==> config.mk <==
export PLATFORM = sky130hd
export DESIGN_NAME = integer_to_radix_ascii
export DESIGN_NICKNAME = d
export VERILOG_FILES = /design/src/rtl/core/ira_pkg.sv /design/src/rtl/core/ira_front.sv /design/src/rtl/core/ira_charq.sv /design/src/rtl/core/ira_back.sv /design/src/rtl/core/integer_to_radix_ascii.sv
export VERILOG_INCLUDE_DIRS = /design/src /design/src/rtl/core
export SDC_FILE = /design/constraint.sdc
export NUM_CORES = 1
export LEC_CHECK = 0
export ABC_CLOCK_PERIOD_IN_PS = 7650
export BUFFER_PORTS_ARGS = -buffer_cell sky130_fd_sc_hd__buf_2
export CORE_MARGIN = 3
export CORE_UTILIZATION = 56
export DETAILED_ROUTE_END_ITERATION = 8
export GPL_ROUTABILITY_DRIVEN = 0
export PLACE_DENSITY = 0.86
export SETUP_SLACK_MARGIN = 0.2
export SLEW_MARGIN = 5
export SYNTH_ARGS = -nofsm -noshare
export SYNTH_HDL_FRONTEND = slang
export SYNTH_SLANG_ARGS = --single-unit
==> constraint.sdc <==
create_clock -name clk_i -period 7.65 [get_ports clk_i]
set_input_delay 1.53 -clock clk_i [delete_from_list [all_inputs] [get_ports clk_i]]
set_output_delay 1.53 -clock clk_i [all_outputs]
set_load 0.005 [all_outputs]
==> src/rtl/core/assert_macros.svh <==
// ----------------------------------------------------------------------------
// assert_macros.svh
// concurrent assertion helpers for the rtl
// ----------------------------------------------------------------------------
`ifndef ASSERT_MACROS_SVH
`define ASSERT_MACROS_SVH

`ifndef NO_ASSERTIONS

// property checked on every rising clock edge outside of reset
`define ASSERT_RST(name_, clk_, rstn_, prop_) \
  name_: assert property (@(posedge clk_) disable iff (!rstn_) prop_) \
    else $error("assertion failed");

// condition that must never hold outside of reset
`define ASSERT_NEVER(name_, clk_, rstn_, cond_) \
  `ASSERT_RST(name_, clk_, rstn_, !(cond_))

`else

`define ASSERT_RST(name_, clk_, rstn_, prop_)
`define ASSERT_NEVER(name_, clk_, rstn_, cond_)

`endif

`endif

==> src/rtl/core/ira_pkg.sv <==
// ----------------------------------------------------------------------------
// ira_pkg
// shared types and constants of the integer to radix ascii converter
// ----------------------------------------------------------------------------
package ira_pkg;

  // converted word width
  localparam int unsigned VALUE_WIDTH = 32;

  // power-of-two radices work on a word padded to a multiple of 3 and 4 bits
  localparam int unsigned SHIFT_WIDTH = ((VALUE_WIDTH + 11) / 12) * 12;
  // decimal digits needed for any value_width-bit magnitude
  localparam int unsigned DEC_DIGITS  = ((VALUE_WIDTH * 1233) >> 12) + 1;
  localparam int unsigned BCD_WIDTH   = 4 * DEC_DIGITS;
  localparam int unsigned EMIT_WIDTH  = (SHIFT_WIDTH > BCD_WIDTH) ? SHIFT_WIDTH : BCD_WIDTH;
  localparam int unsigned LEFT_WIDTH  = $clog2(SHIFT_WIDTH + 1);
  localparam int unsigned CONV_WIDTH  = $clog2(VALUE_WIDTH + 1);

  localparam int unsigned DIGITS_BIN = SHIFT_WIDTH;
  localparam int unsigned DIGITS_OCT = SHIFT_WIDTH / 3;
  localparam int unsigned DIGITS_HEX = SHIFT_WIDTH / 4;

  localparam logic [6:0] CH_ZERO  = 7'h30;
  localparam logic [6:0] CH_UPPER = 7'h41;
  localparam logic [6:0] CH_BIN   = 7'h62;
  localparam logic [6:0] CH_OCT   = 7'h6f;
  localparam logic [6:0] CH_HEX   = 7'h78;
  localparam logic [6:0] CH_MINUS = 7'h2d;

  typedef enum logic [1:0] {
    BASE_BIN = 2'd0,
    BASE_OCT = 2'd1,
    BASE_DEC = 2'd2,
    BASE_HEX = 2'd3
  } base_e;

  typedef logic [VALUE_WIDTH-1:0] val_t;

  // classified conversion job
  typedef struct packed {
    val_t  mag;
    base_e base;
    logic  neg;
  } job_t;

  // one output character
  typedef struct packed {
    logic [6:0] code;
    logic       last;
  } char_t;

  function automatic logic [6:0] digit_char(input logic [3:0] dig);
    logic [6:0] code;
    if (dig < 4'd10) begin
      code = CH_ZERO + 7'(dig);
    end else begin
      code = CH_UPPER + 7'(dig) - 7'd10;
    end
    return code;
  endfunction

endpackage

==> src/rtl/core/ira_front.sv <==
// ----------------------------------------------------------------------------
// ira_front
// accepts input values, classifies sign and radix, queues conversion jobs
// ----------------------------------------------------------------------------
module ira_front (
  input  logic                clk_i,
  input  logic                rst_ni,
  input  logic                push_i,
  output logic                full_o,
  input  logic signed [31:0]  value_i,
  input  logic [1:0]          base_sel_i,
  output logic                job_valid_o,
  output ira_pkg::job_t       job_o,
  input  logic                job_take_i
);

  ira_pkg::val_t  pattern;
  ira_pkg::base_e base;
  ira_pkg::job_t  job_in;
  logic           is_neg;

  ira_pkg::job_t  mem_q [2];
  logic           wr_ptr_q, wr_ptr_d;
  logic           rd_ptr_q, rd_ptr_d;
  logic [1:0]     cnt_q, cnt_d;
  logic           push_ok, take_ok;

  // sign-extend or cut the 32-bit input to the working width
  if (ira_pkg::VALUE_WIDTH <= 32) begin : g_cut
    assign pattern = value_i[ira_pkg::VALUE_WIDTH-1:0];
  end else begin : g_ext
    assign pattern = {{(ira_pkg::VALUE_WIDTH-32){value_i[31]}}, value_i};
  end

  assign base   = ira_pkg::base_e'(base_sel_i);
  assign is_neg = pattern[ira_pkg::VALUE_WIDTH-1] && (base == ira_pkg::BASE_DEC);

  always_comb begin
    job_in.base = base;
    job_in.neg  = is_neg;
    // decimal negatives carry their magnitude, the most negative one included
    job_in.mag  = is_neg ? ira_pkg::val_t'(~pattern + ira_pkg::val_t'(1)) : pattern;
  end

  assign full_o      = (cnt_q == 2'd2);
  assign job_valid_o = (cnt_q != 2'd0);
  assign job_o       = mem_q[rd_ptr_q];
  assign push_ok     = push_i && !full_o;
  assign take_ok     = job_take_i && job_valid_o;

  always_comb begin
    wr_ptr_d = wr_ptr_q;
    rd_ptr_d = rd_ptr_q;
    cnt_d    = cnt_q;
    if (push_ok) begin
      wr_ptr_d = !wr_ptr_q;
    end
    if (take_ok) begin
      rd_ptr_d = !rd_ptr_q;
    end
    if (push_ok && !take_ok) begin
      cnt_d = cnt_q + 2'd1;
    end else if (take_ok && !push_ok) begin
      cnt_d = cnt_q - 2'd1;
    end
  end

  always_ff @(posedge clk_i or negedge rst_ni) begin
    if (!rst_ni) begin
      wr_ptr_q <= 1'b0;
      rd_ptr_q <= 1'b0;
      cnt_q    <= 2'd0;
    end else begin
      wr_ptr_q <= wr_ptr_d;
      rd_ptr_q <= rd_ptr_d;
      cnt_q    <= cnt_d;
    end
  end

  always_ff @(posedge clk_i) begin
    if (push_ok) begin
      mem_q[wr_ptr_q] <= job_in;
    end
  end

endmodule

==> src/rtl/core/ira_charq.sv <==
// ----------------------------------------------------------------------------
// ira_charq
// two-entry queue holding characters until the receiver pops them
// ----------------------------------------------------------------------------
module ira_charq (
  input  logic           clk_i,
  input  logic           rst_ni,
  input  logic           push_i,
  output logic           full_o,
  input  ira_pkg::char_t char_i,
  output logic           empty_o,
  input  logic           pop_i,
  output ira_pkg::char_t char_o
);

  ira_pkg::char_t mem_q [2];
  logic           wr_ptr_q, wr_ptr_d;
  logic           rd_ptr_q, rd_ptr_d;
  logic [1:0]     cnt_q, cnt_d;
  logic           push_ok, pop_ok;

  assign full_o  = (cnt_q == 2'd2);
  assign empty_o = (cnt_q == 2'd0);
  assign char_o  = mem_q[rd_ptr_q];
  assign push_ok = push_i && !full_o;
  assign pop_ok  = pop_i && !empty_o;

  always_comb begin
    wr_ptr_d = wr_ptr_q;
    rd_ptr_d = rd_ptr_q;
    cnt_d    = cnt_q;
    if (push_ok) begin
      wr_ptr_d = !wr_ptr_q;
    end
    if (pop_ok) begin
      rd_ptr_d = !rd_ptr_q;
    end
    if (push_ok && !pop_ok) begin
      cnt_d = cnt_q + 2'd1;
    end else if (pop_ok && !push_ok) begin
      cnt_d = cnt_q - 2'd1;
    end
  end

  always_ff @(posedge clk_i or negedge rst_ni) begin
    if (!rst_ni) begin
      wr_ptr_q <= 1'b0;
      rd_ptr_q <= 1'b0;
      cnt_q    <= 2'd0;
    end else begin
      wr_ptr_q <= wr_ptr_d;
      rd_ptr_q <= rd_ptr_d;
      cnt_q    <= cnt_d;
    end
  end

  always_ff @(posedge clk_i) begin
    if (push_ok) begin
      mem_q[wr_ptr_q] <= char_i;
    end
  end

endmodule

==> src/rtl/core/ira_back.sv <==
// ----------------------------------------------------------------------------
// ira_back
// digit engine: prefix, double-dabble for decimal, msb-first digit emission
// ----------------------------------------------------------------------------
`include "assert_macros.svh"

module ira_back (
  input  logic           clk_i,
  input  logic           rst_ni,
  input  logic           job_valid_i,
  input  ira_pkg::job_t  job_i,
  output logic           job_take_o,
  output logic           out_push_o,
  output ira_pkg::char_t out_char_o,
  input  logic           out_full_i
);

  localparam int unsigned EW = ira_pkg::EMIT_WIDTH;
  localparam int unsigned VW = ira_pkg::VALUE_WIDTH;
  localparam int unsigned BW = ira_pkg::BCD_WIDTH;
  localparam int unsigned LW = ira_pkg::LEFT_WIDTH;
  localparam int unsigned CW = ira_pkg::CONV_WIDTH;

  localparam logic [2:0] ST_IDLE  = 3'd0;
  localparam logic [2:0] ST_PRE0  = 3'd1;
  localparam logic [2:0] ST_PRE1  = 3'd2;
  localparam logic [2:0] ST_CONV  = 3'd3;
  localparam logic [2:0] ST_DIGIT = 3'd4;

  logic [2:0]     state_q, state_d;
  ira_pkg::base_e base_q, base_d;
  logic           neg_q, neg_d;
  logic           seen_q, seen_d;
  logic [LW-1:0]  left_q, left_d;
  logic [CW-1:0]  conv_q, conv_d;
  ira_pkg::val_t  bin_q, bin_d;
  logic [BW-1:0]  bcd_q, bcd_d;
  logic [EW-1:0]  em_q, em_d;

  logic [BW-1:0]  bcd_adj;
  logic [3:0]     digit;
  logic [EW-1:0]  em_next;
  logic           final_digit;
  logic           emit;

  // add-3 correction on every bcd lane
  always_comb begin
    for (int i = 0; i < ira_pkg::DEC_DIGITS; i++) begin
      if (bcd_q[i*4 +: 4] >= 4'd5) begin
        bcd_adj[i*4 +: 4] = bcd_q[i*4 +: 4] + 4'd3;
      end else begin
        bcd_adj[i*4 +: 4] = bcd_q[i*4 +: 4];
      end
    end
  end

  always_comb begin
    case (base_q)
      ira_pkg::BASE_BIN: begin
        digit   = {3'b000, em_q[EW-1]};
        em_next = em_q << 1;
      end
      ira_pkg::BASE_OCT: begin
        digit   = {1'b0, em_q[EW-1 -: 3]};
        em_next = em_q << 3;
      end
      default: begin
        digit   = em_q[EW-1 -: 4];
        em_next = em_q << 4;
      end
    endcase
  end

  assign final_digit = (left_q == LW'(1));
  // leading zeros are skipped, the last digit always goes out
  assign emit = (digit != 4'd0) || seen_q || final_digit;

  always_comb begin
    state_d    = state_q;
    base_d     = base_q;
    neg_d      = neg_q;
    seen_d     = seen_q;
    left_d     = left_q;
    conv_d     = conv_q;
    bin_d      = bin_q;
    bcd_d      = bcd_q;
    em_d       = em_q;
    job_take_o = 1'b0;
    out_push_o = 1'b0;
    out_char_o = '0;

    case (state_q)
      ST_IDLE: begin
        if (job_valid_i) begin
          job_take_o = 1'b1;
          base_d     = job_i.base;
          neg_d      = job_i.neg;
          seen_d     = 1'b0;
          bin_d      = job_i.mag;
          bcd_d      = '0;
          conv_d     = CW'(VW);
          em_d       = EW'(job_i.mag) << (EW - ira_pkg::SHIFT_WIDTH);
          case (job_i.base)
            ira_pkg::BASE_BIN: left_d = LW'(ira_pkg::DIGITS_BIN);
            ira_pkg::BASE_OCT: left_d = LW'(ira_pkg::DIGITS_OCT);
            default:           left_d = LW'(ira_pkg::DIGITS_HEX);
          endcase
          if (job_i.base == ira_pkg::BASE_DEC && !job_i.neg) begin
            state_d = ST_CONV;
          end else begin
            state_d = ST_PRE0;
          end
        end
      end

      ST_PRE0: begin
        out_char_o.code = (base_q == ira_pkg::BASE_DEC) ? ira_pkg::CH_MINUS : ira_pkg::CH_ZERO;
        out_char_o.last = 1'b0;
        if (!out_full_i) begin
          out_push_o = 1'b1;
          state_d    = (base_q == ira_pkg::BASE_DEC) ? ST_CONV : ST_PRE1;
        end
      end

      ST_PRE1: begin
        case (base_q)
          ira_pkg::BASE_BIN: out_char_o.code = ira_pkg::CH_BIN;
          ira_pkg::BASE_OCT: out_char_o.code = ira_pkg::CH_OCT;
          default:           out_char_o.code = ira_pkg::CH_HEX;
        endcase
        out_char_o.last = 1'b0;
        if (!out_full_i) begin
          out_push_o = 1'b1;
          state_d    = ST_DIGIT;
        end
      end

      ST_CONV: begin
        if (conv_q == '0) begin
          em_d    = EW'(bcd_q) << (EW - BW);
          left_d  = LW'(ira_pkg::DEC_DIGITS);
          state_d = ST_DIGIT;
        end else begin
          bcd_d  = {bcd_adj[BW-2:0], bin_q[VW-1]};
          bin_d  = bin_q << 1;
          conv_d = conv_q - CW'(1);
        end
      end

      ST_DIGIT: begin
        out_char_o.code = ira_pkg::digit_char(digit);
        out_char_o.last = final_digit;
        if (!emit || !out_full_i) begin
          out_push_o = emit;
          em_d       = em_next;
          left_d     = left_q - LW'(1);
          seen_d     = seen_q || (digit != 4'd0);
          if (final_digit) begin
            state_d = ST_IDLE;
          end
        end
      end

      default: begin
        state_d = ST_IDLE;
      end
    endcase
  end

  always_ff @(posedge clk_i or negedge rst_ni) begin
    if (!rst_ni) begin
      state_q <= ST_IDLE;
    end else begin
      state_q <= state_d;
    end
  end

  always_ff @(posedge clk_i) begin
    base_q <= base_d;
    neg_q  <= neg_d;
    seen_q <= seen_d;
    left_q <= left_d;
    conv_q <= conv_d;
    bin_q  <= bin_d;
    bcd_q  <= bcd_d;
    em_q   <= em_d;
  end

  `ASSERT_RST(a_digit_left, clk_i, rst_ni, (state_q == ST_DIGIT) |-> (left_q != '0))
  `ASSERT_RST(a_take_busy, clk_i, rst_ni, job_take_o |=> (state_q != ST_IDLE))
  `ASSERT_RST(a_bcd_range, clk_i, rst_ni, (state_q == ST_DIGIT && base_q == ira_pkg::BASE_DEC) |-> (em_q[EW-1 -: 4] <= 4'd9))
  `ASSERT_NEVER(a_dec_no_letter, clk_i, rst_ni, (state_q == ST_PRE1 && base_q == ira_pkg::BASE_DEC))

endmodule

==> src/rtl/core/integer_to_radix_ascii.sv <==
// ----------------------------------------------------------------------------
// integer_to_radix_ascii
// signed integer to ascii text in binary, octal, decimal or hex
// ----------------------------------------------------------------------------
// input queue: a transaction (value_i, base_sel_i) is taken on a clock edge
// with push high and full low; up to two values wait ahead of the digit engine.
// output queue: while empty is low, char_code_o/last_o show the oldest
// character; pop high takes it. last_o marks the final character of a value.
// text is 0b/0o/0x plus digits, or an optional '-' plus decimal digits.
// the digit engine takes one value at a time and steps, per value, through:
//   binary, octal, hex: a load step, two prefix characters, then one digit
//   step for each digit of the 36-bit padded word, leading zeros included
//   decimal: a load step, an optional '-', shift-add-3 conversion of the
//   32-bit magnitude, then one digit step per digit of the 10-digit result
// with the engine idle, a prefixed value passes the job queue and the load
// step before its first character is written; empty drops as it is written.
// a stalled receiver fills the two-entry output queue, and the engine waits
// at its next character; input is still taken until the job queue is full.
// reset empties both queues and returns the engine to idle.
// ----------------------------------------------------------------------------
module integer_to_radix_ascii (
  input  logic               clk_i,
  input  logic               rst_ni,
  input  logic               push,
  output logic               full,
  input  logic signed [31:0] value_i,
  input  logic [1:0]         base_sel_i,
  output logic               empty,
  input  logic               pop,
  output logic [6:0]         char_code_o,
  output logic               last_o
);

  logic           job_valid;
  logic           job_take;
  ira_pkg::job_t  job;
  logic           out_push;
  logic           out_full;
  ira_pkg::char_t out_char;
  ira_pkg::char_t head_char;

  ira_front u_front (
    .clk_i       (clk_i),
    .rst_ni      (rst_ni),
    .push_i      (push),
    .full_o      (full),
    .value_i     (value_i),
    .base_sel_i  (base_sel_i),
    .job_valid_o (job_valid),
    .job_o       (job),
    .job_take_i  (job_take)
  );

  ira_back u_back (
    .clk_i       (clk_i),
    .rst_ni      (rst_ni),
    .job_valid_i (job_valid),
    .job_i       (job),
    .job_take_o  (job_take),
    .out_push_o  (out_push),
    .out_char_o  (out_char),
    .out_full_i  (out_full)
  );

  ira_charq u_charq (
    .clk_i   (clk_i),
    .rst_ni  (rst_ni),
    .push_i  (out_push),
    .full_o  (out_full),
    .char_i  (out_char),
    .empty_o (empty),
    .pop_i   (pop),
    .char_o  (head_char)
  );

  assign char_code_o = head_char.code;
  assign last_o      = head_char.last;

endmodule

==> impl_metrics.yaml, run 1 <==
worst_setup_path:
  reg2reg_setup_slack_ns: 4.19
  timing.critical_path.slowest_cell_delay_ns: 0.54
  ff2ff_path_depth: 11
  crit_path_end_kind: "flop"
  crit_path_top_delay_cell: "sky130_fd_sc_hd__buf_4"
  path_max_fanout: 46
  critical_path_class: "flop to flop"
  cp_data_required_time_ns: 7.79
  arrival_time_of_data_at_the_critical_path_endpoint_ns: 3.60
  chain_of_cells_forming_the_critical_path: "buf_4 -> mux2i_1 -> nor2_1 -> a21oi_1 -> ha_1 -> nor2b_1 -> o21ai_0 -> nor2_1 -> o21ai_0 -> nor2_4 -> buf_4"
  setup.worst_path.start_class: "flop"
floorplan:
  placeableCoreArea_um2: 19700
  design.die.area_um2: 22100
  rows: 51
  dieHeight_um: 149
  die_width_um: 149
  design.portCount: 48
  start_util_pct: 57.9
clock_network:
  clk_latency_ns: 0.51
  cts_max_path_buffers: 3
  numCtsBuffers: 22
  cts_root_buf: "sky130_fd_sc_hd__clkbuf_16"
  setup_fix_bufs_post_cts: 0
  cts_max_level: 1
  holdBufCountCts: 0
  worst_setup_hold_path_clk_slew_ns: 0.06
  cts_tree: "built"
  numClockSinks: 224
  cts.repair.resized: 0
power:
  powerDensity_nw_per_um2: 459
  vdd_drop_max_mv: 0.274
  leakagePower_nw: 4.70
timing:
  maxSlewHeadroom_pct: 14.8
  clock-skew-final_ns: 0.0101
  timing.final.setup_violations: 0
  final_hold_viol_count: 0
  final.min_clock_period_ns: 3.46
  clock.fmax_mhz: 289
  final_min_period_over_clock_period_pct: 45.2
  final.setup.tns_ns: 0
  slew_viol_final: 0
  tightestPinTransition_ns: 1.28
  setup_repair_after_global_routing_missed_its_margin: "false"
drt:
  avgViaCountPerCell: 5.97
  detail_route.wirelength_mm: 23.3
  detail_route.drc_violations: 0
  final_antenna_net_count: 0
  dr.first_iter.drc_count: 828
  drt_first_pass_iters: 6
  detailroute.via_count: 7863
  detail_route.wl_per_cell_um: 17.7
min_path:
  timing.hold.worst_path_depth: 1
  hold_class: "flop to flop"
logic_synthesis:
  netlist_instances: 1007
  synth_cell_types: 55
  synth_compound_gate_area_share_pct: 11.5
  synth_fa_ha_area_share_pct: 3.18
  ys_seq_elements: 224
  main_combinational_cell_family_by_area_after_synthesis: "simple AND/OR/NAND/NOR gates"
  synth-edff-count: 213
  yosys.area_share.simple_pct: 11.7
  synth.net_count: 1074
  netlist_area_um2: 11400
  synth_flop_cell: "sky130_fd_sc_hd__edfxtp_1"
  fraction_of_the_yosys_area_taken_by_sequential_cells_pct: 58.4
  synthesis.yosys.warnings: 0
  asyncSetResetFlopFracSynth_pct: 4.91
  syn_avg_cell_area_um2: 11.3
  muxShareOfSynthArea_pct: 7.01
  synthXorXnorAreaFrac_pct: 5.14
layout:
  stdcell_area_um2: 12600
  final_layout_size_suffix_gt1_share_pct: 10.6
  finish.net_count: 1102
  final_core_utilization_pct: 64.1
  antenna_cells: 0
  syn2layout_area_growth_pct: 10.8
  final-instance-count-excl-fill: 1316
placement:
  numPlacedInstances: 1276
  port_buffers: 47
  placed_cell_area_um2: 11900
  dpl.hpwl_mm: 14.8
global_routing:
  total_global_route_track_usage_pct: 21.0
  global_route_wire_length_before_repair_mm: 37.9
  maximum_number_of_pins_on_one_net_before_global_route_repair: 91
  globalRouteOverflowTotal: 0
  vias_in_the_first_global_route: 7688
  antenna_found_initial: 0
status:
  run_status: "finished, final reports clean"
job:
  timing.max_cap.violations: 0
## area by class of cell
| class | instances | area (µm²) |
|---|---|---|
| fillers | 1398 | 7070 |
| flip-flops and latches | 224 | 6670 |
| multi-input cells | 691 | 4430 |
| clock buffers | 26 | 587 |
| well taps | 265 | 332 |
| repair buffers | 56 | 303 |
| clock inverters | 14 | 171 |
| inverters | 40 | 150 |
## state kept, by name (all words and copies together) (netlist names), 2 cells and up
| signal | count |
|---|---|
| u_front.mem_q | 70 |
| u_back.bcd_q | 40 |
| u_back.em_q | 40 |
| u_back.bin_q | 32 |
| u_charq.mem_q | 16 |
| u_back.conv_q | 6 |
| u_back.left_q | 6 |
| u_back.state_q | 3 |
| u_back.base_q | 2 |
| u_charq.cnt_q | 2 |
| u_front.cnt_q | 2 |
## cells in the mapped netlist, drive strengths merged, types with 10 or more instances
master	instances	area [µm²]
nor3	22	126
buf	10	42.5
nand2b	16	100
xor2	32	280
edfxtp	213	6400
nor2	136	510
dfrtp	11	275
o221ai	31	272
mux2i	71	711
inv	40	150
ha	29	363
xnor2	35	307
a21oi	106	531
clkbuf	42	158
o21ai	49	245
nand2	90	338
## worst max-delay path, delay by kind of cell (launching register included)
| kind | cells | cell delay [ns] |
|---|---|---|
| adders and majority gates | 1 | 0.22 |
| DFF | 1 | 0.32 |
| AOI/OAI and AO/OA | 3 | 0.72 |
| muxes | 1 | 0.28 |
| buffers and inverters | 2 | 1.06 |
| and+or+nand+nor | 4 | 0.46 |
## where the power goes
part,internal (mW),switching [mW],leakage (nW)
combinational,0.792,1.32,2.17
sequential,2.14,0.417,2.16
clock,0.684,0.449,0.370
## cell families after synthesis
logic type                 after synthesis
xor gates and xnor gates                67
DFF                                    224
and+or+nand+nor                        300
adders and majority gates               29
buffers and inverters                   92
AOI/OAI and AO/OA                      216
muxes                                   79
## per-layer routing
layer	part of all wire, %	vias to the layer above	routed length [µm]	GRT usage, %
met5	0	-	0	0
met4	1.5	0	349	5.13
met3	7.9	32	1840	3.49
met2	49	336	11500	35.1
met1	41	3779	9570	29.1
li1	-	3716	-	-
## through the flow
stage | worst slack, ns | hold WS (ns) | total power, mW
finish | 4.19 | 0.499 | 5.80
global placement | 4.16 | 0.469 | 4.49
floorplan | 0.346 | 0.455 | 4.09
CTS | 4.24 | 0.493 | 5.79
detailed placement | 4.12 | 0.477 | 4.61
global route | 3.98 | 0.511 | 6.15
## path summary, 6_finish.rpt
check,from,to
setup / recovery,u_back.base_q[0],u_back.em_q[18]
hold / removal,u_charq.wr_ptr_q,u_charq.wr_ptr_q
setup reg to reg,u_back.base_q[0],u_back.em_q[18]
hold reg to reg,u_charq.wr_ptr_q,u_charq.wr_ptr_q
max in group asynchronous,rst_ni,u_front.rd_ptr_q
min in group asynchronous,rst_ni,u_back.state_q[1]
## layout by cell type, fill, tap and decap left out, types with 4 or more instances in the layout
cell type | synthesis | routed
sky130_fd_sc_hd__nor2_1 | 136 | 134
sky130_fd_sc_hd__bufinv_16 | 0 | 4
sky130_fd_sc_hd__inv_1 | 40 | 40
sky130_fd_sc_hd__edfxtp_1 | 213 | 213
sky130_fd_sc_hd__clkinv_2 | 0 | 4
sky130_fd_sc_hd__clkinv_1 | 0 | 4
sky130_fd_sc_hd__o21ai_0 | 46 | 45
sky130_fd_sc_hd__nand2_1 | 90 | 89
sky130_fd_sc_hd__xor2_1 | 32 | 32
sky130_fd_sc_hd__nand2b_1 | 16 | 16
sky130_fd_sc_hd__o221ai_1 | 31 | 31
sky130_fd_sc_hd__buf_2 | 4 | 47
sky130_fd_sc_hd__dfrtp_1 | 11 | 10
sky130_fd_sc_hd__a31oi_1 | 4 | 4
sky130_fd_sc_hd__nor2b_1 | 9 | 9
sky130_fd_sc_hd__nor3_1 | 20 | 20
sky130_fd_sc_hd__o22ai_1 | 5 | 5
sky130_fd_sc_hd__a21oi_1 | 106 | 106
sky130_fd_sc_hd__mux2_2 | 8 | 8
sky130_fd_sc_hd__buf_4 | 0 | 9
sky130_fd_sc_hd__or3_1 | 4 | 4
sky130_fd_sc_hd__mux2i_1 | 71 | 71
sky130_fd_sc_hd__clkbuf_16 | 0 | 23
sky130_fd_sc_hd__ha_1 | 29 | 29
sky130_fd_sc_hd__xnor2_1 | 35 | 35
Note: power is estimated with default switching activity, not from simulation.
==> inputs of run 2 (changes only) <==
--- a/config.mk
+++ b/config.mk
@@ -6,13 +6,14 @@
 export SDC_FILE = /design/constraint.sdc
 export NUM_CORES = 1
 export LEC_CHECK = 0
-export ABC_CLOCK_PERIOD_IN_PS = 7650
+export ABC_AREA = 1
+export ABC_CLOCK_PERIOD_IN_PS = 3400
 export BUFFER_PORTS_ARGS = -buffer_cell sky130_fd_sc_hd__buf_2
 export CORE_MARGIN = 3
-export CORE_UTILIZATION = 56
+export CORE_UTILIZATION = 60
 export DETAILED_ROUTE_END_ITERATION = 8
 export GPL_ROUTABILITY_DRIVEN = 0
-export PLACE_DENSITY = 0.86
+export PLACE_DENSITY = 0.88
 export SETUP_SLACK_MARGIN = 0.2
 export SLEW_MARGIN = 5
 export SYNTH_ARGS = -nofsm -noshare
==> constraint.sdc (replaced) <==
create_clock -name clk_i -period 3.4 [get_ports clk_i]
set_input_delay 0.68 -clock clk_i [delete_from_list [all_inputs] [get_ports clk_i]]
set_output_delay 0.68 -clock clk_i [all_outputs]
set_load 0.005 [all_outputs]
==> impl_metrics.yaml, run 2 <==
clock_network:
  cts_root_buf: "sky130_fd_sc_hd__clkbuf_16"
  cts_max_level: 1
  worst_setup_hold_path_clk_slew_ns: 0.06
  setup_fix_bufs_post_cts: 0
  cts.repair.resized: 0
  numCtsBuffers: 23
  clk_latency_ns: 0.51
  cts_tree: "built"
  cts_max_path_buffers: 3
  numClockSinks: 224
  holdBufCountCts: 0
global_routing:
  global_route_wire_length_before_repair_mm: 41.8
  globalRouteOverflowTotal: 0
  vias_in_the_first_global_route: 8737
  maximum_number_of_pins_on_one_net_before_global_route_repair: 83
  total_global_route_track_usage_pct: 23.6
  antenna_found_initial: 0
timing:
  final_min_period_over_clock_period_pct: 80.3
  hold_slack_ns: 0.0318
  setup_repair_after_global_routing_missed_its_margin: "false"
  maxSlewHeadroom_pct: 46.2
  clock-skew-final_ns: 0.00783
  final.setup.tns_ns: 0
  final_hold_viol_count: 0
  setup_slack_ns: 0.670
  final.min_clock_period_ns: 2.73
  clock.fmax_mhz: 366
  slew_viol_final: 0
  tightestPinTransition_ns: 0.806
  timing.final.setup_violations: 0
floorplan:
  design.portCount: 48
  start_util_pct: 61.8
  design.die.area_um2: 21200
  placeableCoreArea_um2: 19000
  rows: 50
  dieHeight_um: 146
  die_width_um: 146
logic_synthesis:
  netlist_instances: 1231
  syn_avg_cell_area_um2: 9.51
  synth_compound_gate_area_share_pct: 13.7
  yosys.area_share.simple_pct: 18.3
  library_cell_with_the_highest_instance_count_after_synthesis: "sky130_fd_sc_hd__nand2_1"
  synth_top_area_share_pct: 54.6
  muxShareOfSynthArea_pct: 0
  ys_seq_elements: 224
  synthDominantAreaCellType: "sky130_fd_sc_hd__edfxtp_1"
  fraction_of_the_yosys_area_taken_by_sequential_cells_pct: 57.0
  synthesis.yosys.warnings: 0
  netlist_area_um2: 11700
  asyncSetResetFlopFracSynth_pct: 4.91
  main_combinational_cell_family_by_area_after_synthesis: "simple AND/OR/NAND/NOR gates"
  synth_cell_types: 40
  netlist_top_cells_area: "sky130_fd_sc_hd__edfxtp_1, sky130_fd_sc_hd__nand2_1, sky130_fd_sc_hd__nor2_1, sky130_fd_sc_hd__o21ai_0, sky130_fd_sc_hd__inv_1"
  synth-edff-count: 213
  synth_fa_ha_area_share_pct: 3.10
  synthXorXnorAreaFrac_pct: 1.94
  synth.net_count: 1298
  post_synth_most_frequent_cells: "sky130_fd_sc_hd__nand2_1, sky130_fd_sc_hd__edfxtp_1, sky130_fd_sc_hd__nor2_1"
  synth_flop_cell: "sky130_fd_sc_hd__edfxtp_1"
worst_setup_path:
  cp_data_required_time_ns: 3.54
  ff2ff_path_depth: 12
  setup.worst_path.start_class: "flop"
  path_max_fanout: 46
  r2r_start: "u_back.base_q[1]"
  timing.critical_path.buf_inv: 3
  timing.critical_path.slowest_cell_delay_ns: 0.50
  chain_of_cells_forming_the_critical_path: "inv_2 -> nand3_1 -> nand3_1 -> inv_1 -> ha_1 -> nand3b_1 -> nor2_2 -> nand2_1 -> nand3_2 -> nand2_1 -> nor2_4 -> buf_4"
  arrival_time_of_data_at_the_critical_path_endpoint_ns: 2.87
  crit_path_end_kind: "flop"
  critPathTopFamily: "simple AND/OR/NAND/NOR gates"
  reg2reg_to: "u_back.em_q[25]"
  path_depth: 12
  critical_path_class: "flop to flop"
  reg2reg_setup_slack_ns: 0.67
  crit_path_top_delay_cell: "sky130_fd_sc_hd__buf_4"
drt:
  detail_route.drc_violations: 0
  detail_route.wl_per_cell_um: 16.5
  dr.first_iter.drc_count: 1034
  detailroute.via_count: 9198
  drt_first_pass_iters: 5
  detail_route.wirelength_mm: 25.4
  final_antenna_net_count: 0
  avgViaCountPerCell: 5.96
status:
  run_status: "finished, final reports clean"
job:
  timing.max_cap.violations: 0
placement:
  preCtsSetupSlack_ns: 0.696
  port_buffers: 47
  dpl.hpwl_mm: 17.2
power:
  vdd_drop_max_mv: 0.804
  sw_frac_of_total_pct: 39.2
  power.internal_mw: 7.73
  power.net_switching_mw: 4.98
  seq_power_share_pct: 43.4
  power.combinational.fraction_pct: 37.2
  powerDensity_nw_per_um2: 989
  clk_pwr_share_pct: 19.4
  leakagePower_nw: 5.32
layout:
  layout_commonest_cell: "sky130_fd_sc_hd__nand2_1"
  footprint_of_the_flip_flops_and_latches_um2: 6670
  antenna_cells: 0
  final_layout_size_suffix_gt1_share_pct: 9.58
  top_register: "u_front.mem_q"
  multi_input_area_um2: 4360
  fillerInstances: 1308
  syn2layout_area_growth_pct: 9.83
  largest_register_ffs: 70
  largest_registers: "u_front.mem_q x70, u_back.bcd_q x40, u_back.em_q x40"
  finish.net_count: 1336
  layout.cells.most_common_list: "sky130_fd_sc_hd__nand2_1, sky130_fd_sc_hd__edfxtp_1, sky130_fd_sc_hd__nor2_1"
min_path:
  hold_class: "primary input to asynchronous set/reset pin"
==> run 2: power groups by stage <==
stage / clock, mW / sequential (mW) / combinational (mW)
floorplan: 0 / 5.37 / 3.47
global placement: 0 / 5.47 / 4.40
detailed placement: 0 / 5.53 / 4.62
CTS: 2.48 / 5.49 / 4.67
global route: 2.58 / 5.65 / 5.27
finish: 2.47 / 5.52 / 4.73
==> run 2: per-layer routing <==
metal  up-vias  track usage [%]  part of all wire, %
met1      4297             31.1                   41
met5         -                0                    0
met2       468             40.3                   49
li1       4377                -                    -
met4         0             8.36                  2.4
met3        56             3.18                  7.9
==> run 2: cells by family after synthesis <==
kind of cell | Yosys count
adders and majority gates | 29
AOI/OAI and AO/OA | 262
xor gates and xnor gates | 26
and+or+nand+nor | 529
DFF | 224
buffers and inverters | 161
==> run 2: worst max-delay path by stage <==
stage / startpoint / end / slack (ns)
after floorplan: u_back.conv_q[0] / u_back.bcd_q[0] / 0.26
after global placement: u_back.base_q[1] / u_back.em_q[22] / 0.82
after detailed placement: u_back.base_q[1] / u_back.em_q[22] / 0.70
after CTS: u_back.base_q[1] / u_back.em_q[23] / 0.69
after global routing: u_back.base_q[1] / u_charq.mem_q[1][7] / 0.42
final: u_back.base_q[1] / u_back.em_q[25] / 0.67
==> run 2: per-stage QoR <==
step                      utilization, %  std cells  power (mW)  area (µm²)
after floorplan                        -       1231        8.84       11700
after global placement              64.0       1504        9.87       12100
after detailed placement            64.0       1504        10.1       12100
after CTS                           67.8       1544        12.6       12900
after global routing                67.8       1544        13.5       12900
final                               67.8       1544        12.7       12900
==> run 2: layout make-up <==
| class | count | share of cell area (%) |
|---|---|---|
| Clock buffer | 28 | 4.62 |
| Clock inverter | 12 | 1.03 |
| Inverter | 114 | 3.33 |
| Multi-Input combinational cell | 846 | 33.9 |
| Sequential cell | 224 | 51.9 |
| Tap cell | 260 | 2.53 |
| Timing Repair Buffer | 60 | 2.69 |
==> inputs of run 3 (changes only) <==
--- a/config.mk
+++ b/config.mk
@@ -7,13 +7,13 @@
 export NUM_CORES = 1
 export LEC_CHECK = 0
 export ABC_AREA = 1
-export ABC_CLOCK_PERIOD_IN_PS = 3400
+export ABC_CLOCK_PERIOD_IN_PS = 2300
 export BUFFER_PORTS_ARGS = -buffer_cell sky130_fd_sc_hd__buf_2
 export CORE_MARGIN = 3
-export CORE_UTILIZATION = 60
+export CORE_UTILIZATION = 56
 export DETAILED_ROUTE_END_ITERATION = 8
 export GPL_ROUTABILITY_DRIVEN = 0
-export PLACE_DENSITY = 0.88
+export PLACE_DENSITY = 0.86
 export SETUP_SLACK_MARGIN = 0.2
 export SLEW_MARGIN = 5
 export SYNTH_ARGS = -nofsm -noshare
==> constraint.sdc (replaced) <==
create_clock -name clk_i -period 2.3 [get_ports clk_i]
set_input_delay 0.46 -clock clk_i [delete_from_list [all_inputs] [get_ports clk_i]]
set_output_delay 0.46 -clock clk_i [all_outputs]
set_load 0.005 [all_outputs]
==> impl_metrics.yaml, run 3 (synthesis gave the netlist of run 2 again) <==
floorplan:
  rows: 52
  die_width_um: 151
  dieHeight_um: 151
  placeableCoreArea_um2: 20400
  design.portCount: 48
  design.die.area_um2: 22700
  start_util_pct: 57.5
layout:
  footprint_of_the_flip_flops_and_latches_um2: 6670
  syn2layout_area_growth_pct: 13.1
  fillerInstances: 1483
  layout.cells.most_common_list: "sky130_fd_sc_hd__nand2_1, sky130_fd_sc_hd__edfxtp_1, sky130_fd_sc_hd__nor2_1"
  largest_registers: "u_front.mem_q x70, u_back.bcd_q x40, u_back.em_q x40"
  layout_commonest_cell: "sky130_fd_sc_hd__nand2_1"
  final_layout_size_suffix_gt1_share_pct: 12.5
  stdcell_area_um2: 13200
  top_register: "u_front.mem_q"
  finish.net_count: 1362
  antenna_cells: 0
  largest_register_ffs: 70
  multi_input_area_um2: 4430
job:
  timing.max_cap.violations: 0
timing:
  final_hold_viol_count: 0
  clock.fmax_mhz: 459
  timing.final.setup_violations: 0
  slew_viol_final: 0
  final_min_period_over_clock_period_pct: 94.8
  tightestPinTransition_ns: 0.665
  final.min_clock_period_ns: 2.18
  clock-skew-final_ns: 0.0183
  setup_slack_ns: 0.120
  setup_repair_after_global_routing_missed_its_margin: "true"
  maxSlewHeadroom_pct: 55.6
worst_setup_path:
  ff2ff_path_depth: 14
  path_depth: 14
  cp_data_required_time_ns: 2.70
  timing.critical_path.buf_inv: 2
  reg2reg_to: "u_charq.cnt_q[1]"
  chain_of_cells_forming_the_critical_path: "inv_2 -> nand2_2 -> o21ai_2 -> inv_2 -> ha_4 -> nand3b_1 -> nor2_2 -> nand2_2 -> nand3_4 -> nand2_4 -> ha_4 -> a21oi_1 -> o21ai_1 -> xnor2_1"
  reg2reg_setup_slack_ns: 0.12
  r2r_start: "u_back.base_q[1]"
  arrival_time_of_data_at_the_critical_path_endpoint_ns: 2.58
  crit_path_top_delay_cell: "sky130_fd_sc_hd__edfxtp_1"
  crit_path_end_kind: "flop"
  timing.critical_path.slowest_cell_delay_ns: 0.48
  setup.worst_path.start_class: "flop"
  critical_path_class: "flop to flop"
  path_max_fanout: 6
  critPathTopFamily: "simple AND/OR/NAND/NOR gates"
power:
  seq_power_share_pct: 41.6
  power.net_switching_mw: 7.61
  power.combinational.fraction_pct: 40.1
  sw_frac_of_total_pct: 38.9
  vdd_drop_max_mv: 1.02
  leakagePower_nw: 5.49
  power.internal_mw: 11.9
  clk_pwr_share_pct: 18.2
  powerDensity_nw_per_um2: 1480
min_path:
  hold_class: "primary input to flop"
  hold_start: "value_i[0]"
  timing.hold.worst_path_depth: 1
  worst_hold_path.endpoint: "u_front.mem_q[1][3]"
clock_network:
  cts_max_path_buffers: 3
  cts_tree: "built"
  cts_max_level: 1
  cts_root_buf: "sky130_fd_sc_hd__clkbuf_16"
  numClockSinks: 224
  worst_setup_hold_path_clk_slew_ns: 0.06
  clk_latency_ns: 0.51
  numCtsBuffers: 23
status:
  run_status: "finished, final reports clean"
placement:
  port_buffers: 47
  dpl.hpwl_mm: 17.4
  placed_cell_area_um2: 12300
  preCtsSetupSlack_ns: 0.0397
drt:
  maxUsedRoutingLayer: "met4"
  routed-wl-met2_mm: 12.6
  drt_first_pass_iters: 5
  detail_route.wirelength_mm: 25.7
  avgViaCountPerCell: 5.82
  detail_route.wl_per_cell_um: 16.3
  dr.first_iter.drc_count: 1135
  m1WireLength_mm: 10.7
  detail_route.drc_violations: 0
  met3WireLength_mm: 1.81
  detailroute.via_count: 9213
  final_antenna_net_count: 0
global_routing:
  total_global_route_track_usage_pct: 22.6
  maximum_number_of_pins_on_one_net_before_global_route_repair: 91
  globalRouteOverflowTotal: 0
  antenna_found_initial: 0
  vias_in_the_first_global_route: 8759
  global_route_wire_length_before_repair_mm: 41.7
run 3: changes by cell type in the layout (fill, tap and decap cells not counted), sizes merged:
cell,previous run,this run
buf,60,83
bufinv,3,2
clkbuf,28,31
clkinv,10,11
clkinvlp,0,1
dlygate4sd3,0,1
run 3: what timing repair did:
item / CTS / global route
pin swaps: 1 / 5
gates cloned: 0 / 2
gates resized for setup: 6 / 6
hold buffers: 1 / 0
setup endpoints to repair: 27 / 67
setup buffers: 4 / 5
endpoints found under the hold margin: 11 / 0
run 3: metrics by stage:
step	std cells	hold slack (ns)	power, mW	TNS, ns	utilization (%)
5_1_grt	1582	0.147	20.8	0	65.0
4_1_cts	1575	0.140	19.1	0	64.5
3_5_place_dp	1528	0.353	15.3	0	60.6
2_1_floorplan	1231	0.164	13.1	-21.26	-
6_report	1582	0.152	19.6	0	65.0
3_3_place_gp	1528	0.350	15.0	0	60.6
run 3: power by group through the flow:
stage	sequential (mW)	combinational (mW)	clock, mW
4_1_cts	8.10	7.37	3.61
5_1_grt	8.33	8.72	3.77
3_5_place_dp	8.16	7.18	0
6_report	8.14	7.85	3.57
2_1_floorplan	7.88	5.21	0
3_3_place_gp	8.08	6.87	0
run 3: how the worst max path moves through the flow:
stage / from / endpoint / slack [ns]
6_report: u_back.base_q[1] / u_charq.cnt_q[1] / 0.12
5_1_grt: u_back.base_q[1] / u_charq.cnt_q[1] / 0.002
4_1_cts: u_back.base_q[1] / u_charq.cnt_q[1] / 0.20
3_5_place_dp: u_back.base_q[1] / u_charq.mem_q[1][2] / 0.04
3_3_place_gp: u_back.base_q[1] / u_charq.mem_q[1][2] / 0.12
2_1_floorplan: u_back.base_q[1] / u_back.em_q[0] / -0.24
run 3: final cells by class:
type,instances,area share (%)
sequential,224,50.4
timing repair buffer,86,4.96
multi-input combinational,846,33.4
tap,270,2.55
inverter,114,3.26
clock inverter,13,0.907
clock buffer,29,4.52
run 3: layer usage:
| layer | vias to the layer above | global-route usage [%] |
|---|---|---|
| met5 | - | 0 |
| met4 | 0 | 6.75 |
| met3 | 60 | 2.38 |
| met2 | 396 | 38.5 |
| met1 | 4337 | 30.8 |
| li1 | 4420 | - |
run 3: worst register-to-register path: stages, from the launching register on:
cell and delay (ns):
sky130_fd_sc_hd__edfxtp_1 0.48, sky130_fd_sc_hd__inv_2 0.13, sky130_fd_sc_hd__nand2_2 0.08, sky130_fd_sc_hd__o21ai_2 0.17, sky130_fd_sc_hd__inv_2 0.08, sky130_fd_sc_hd__ha_4 0.16, sky130_fd_sc_hd__nand3b_1 0.10, sky130_fd_sc_hd__nor2_2 0.06
sky130_fd_sc_hd__nand2_2 0.10, sky130_fd_sc_hd__nand3_4 0.09, sky130_fd_sc_hd__nand2_4 0.09, sky130_fd_sc_hd__ha_4 0.21, sky130_fd_sc_hd__a21oi_1 0.10, sky130_fd_sc_hd__o21ai_1 0.09, sky130_fd_sc_hd__xnor2_1 0.13
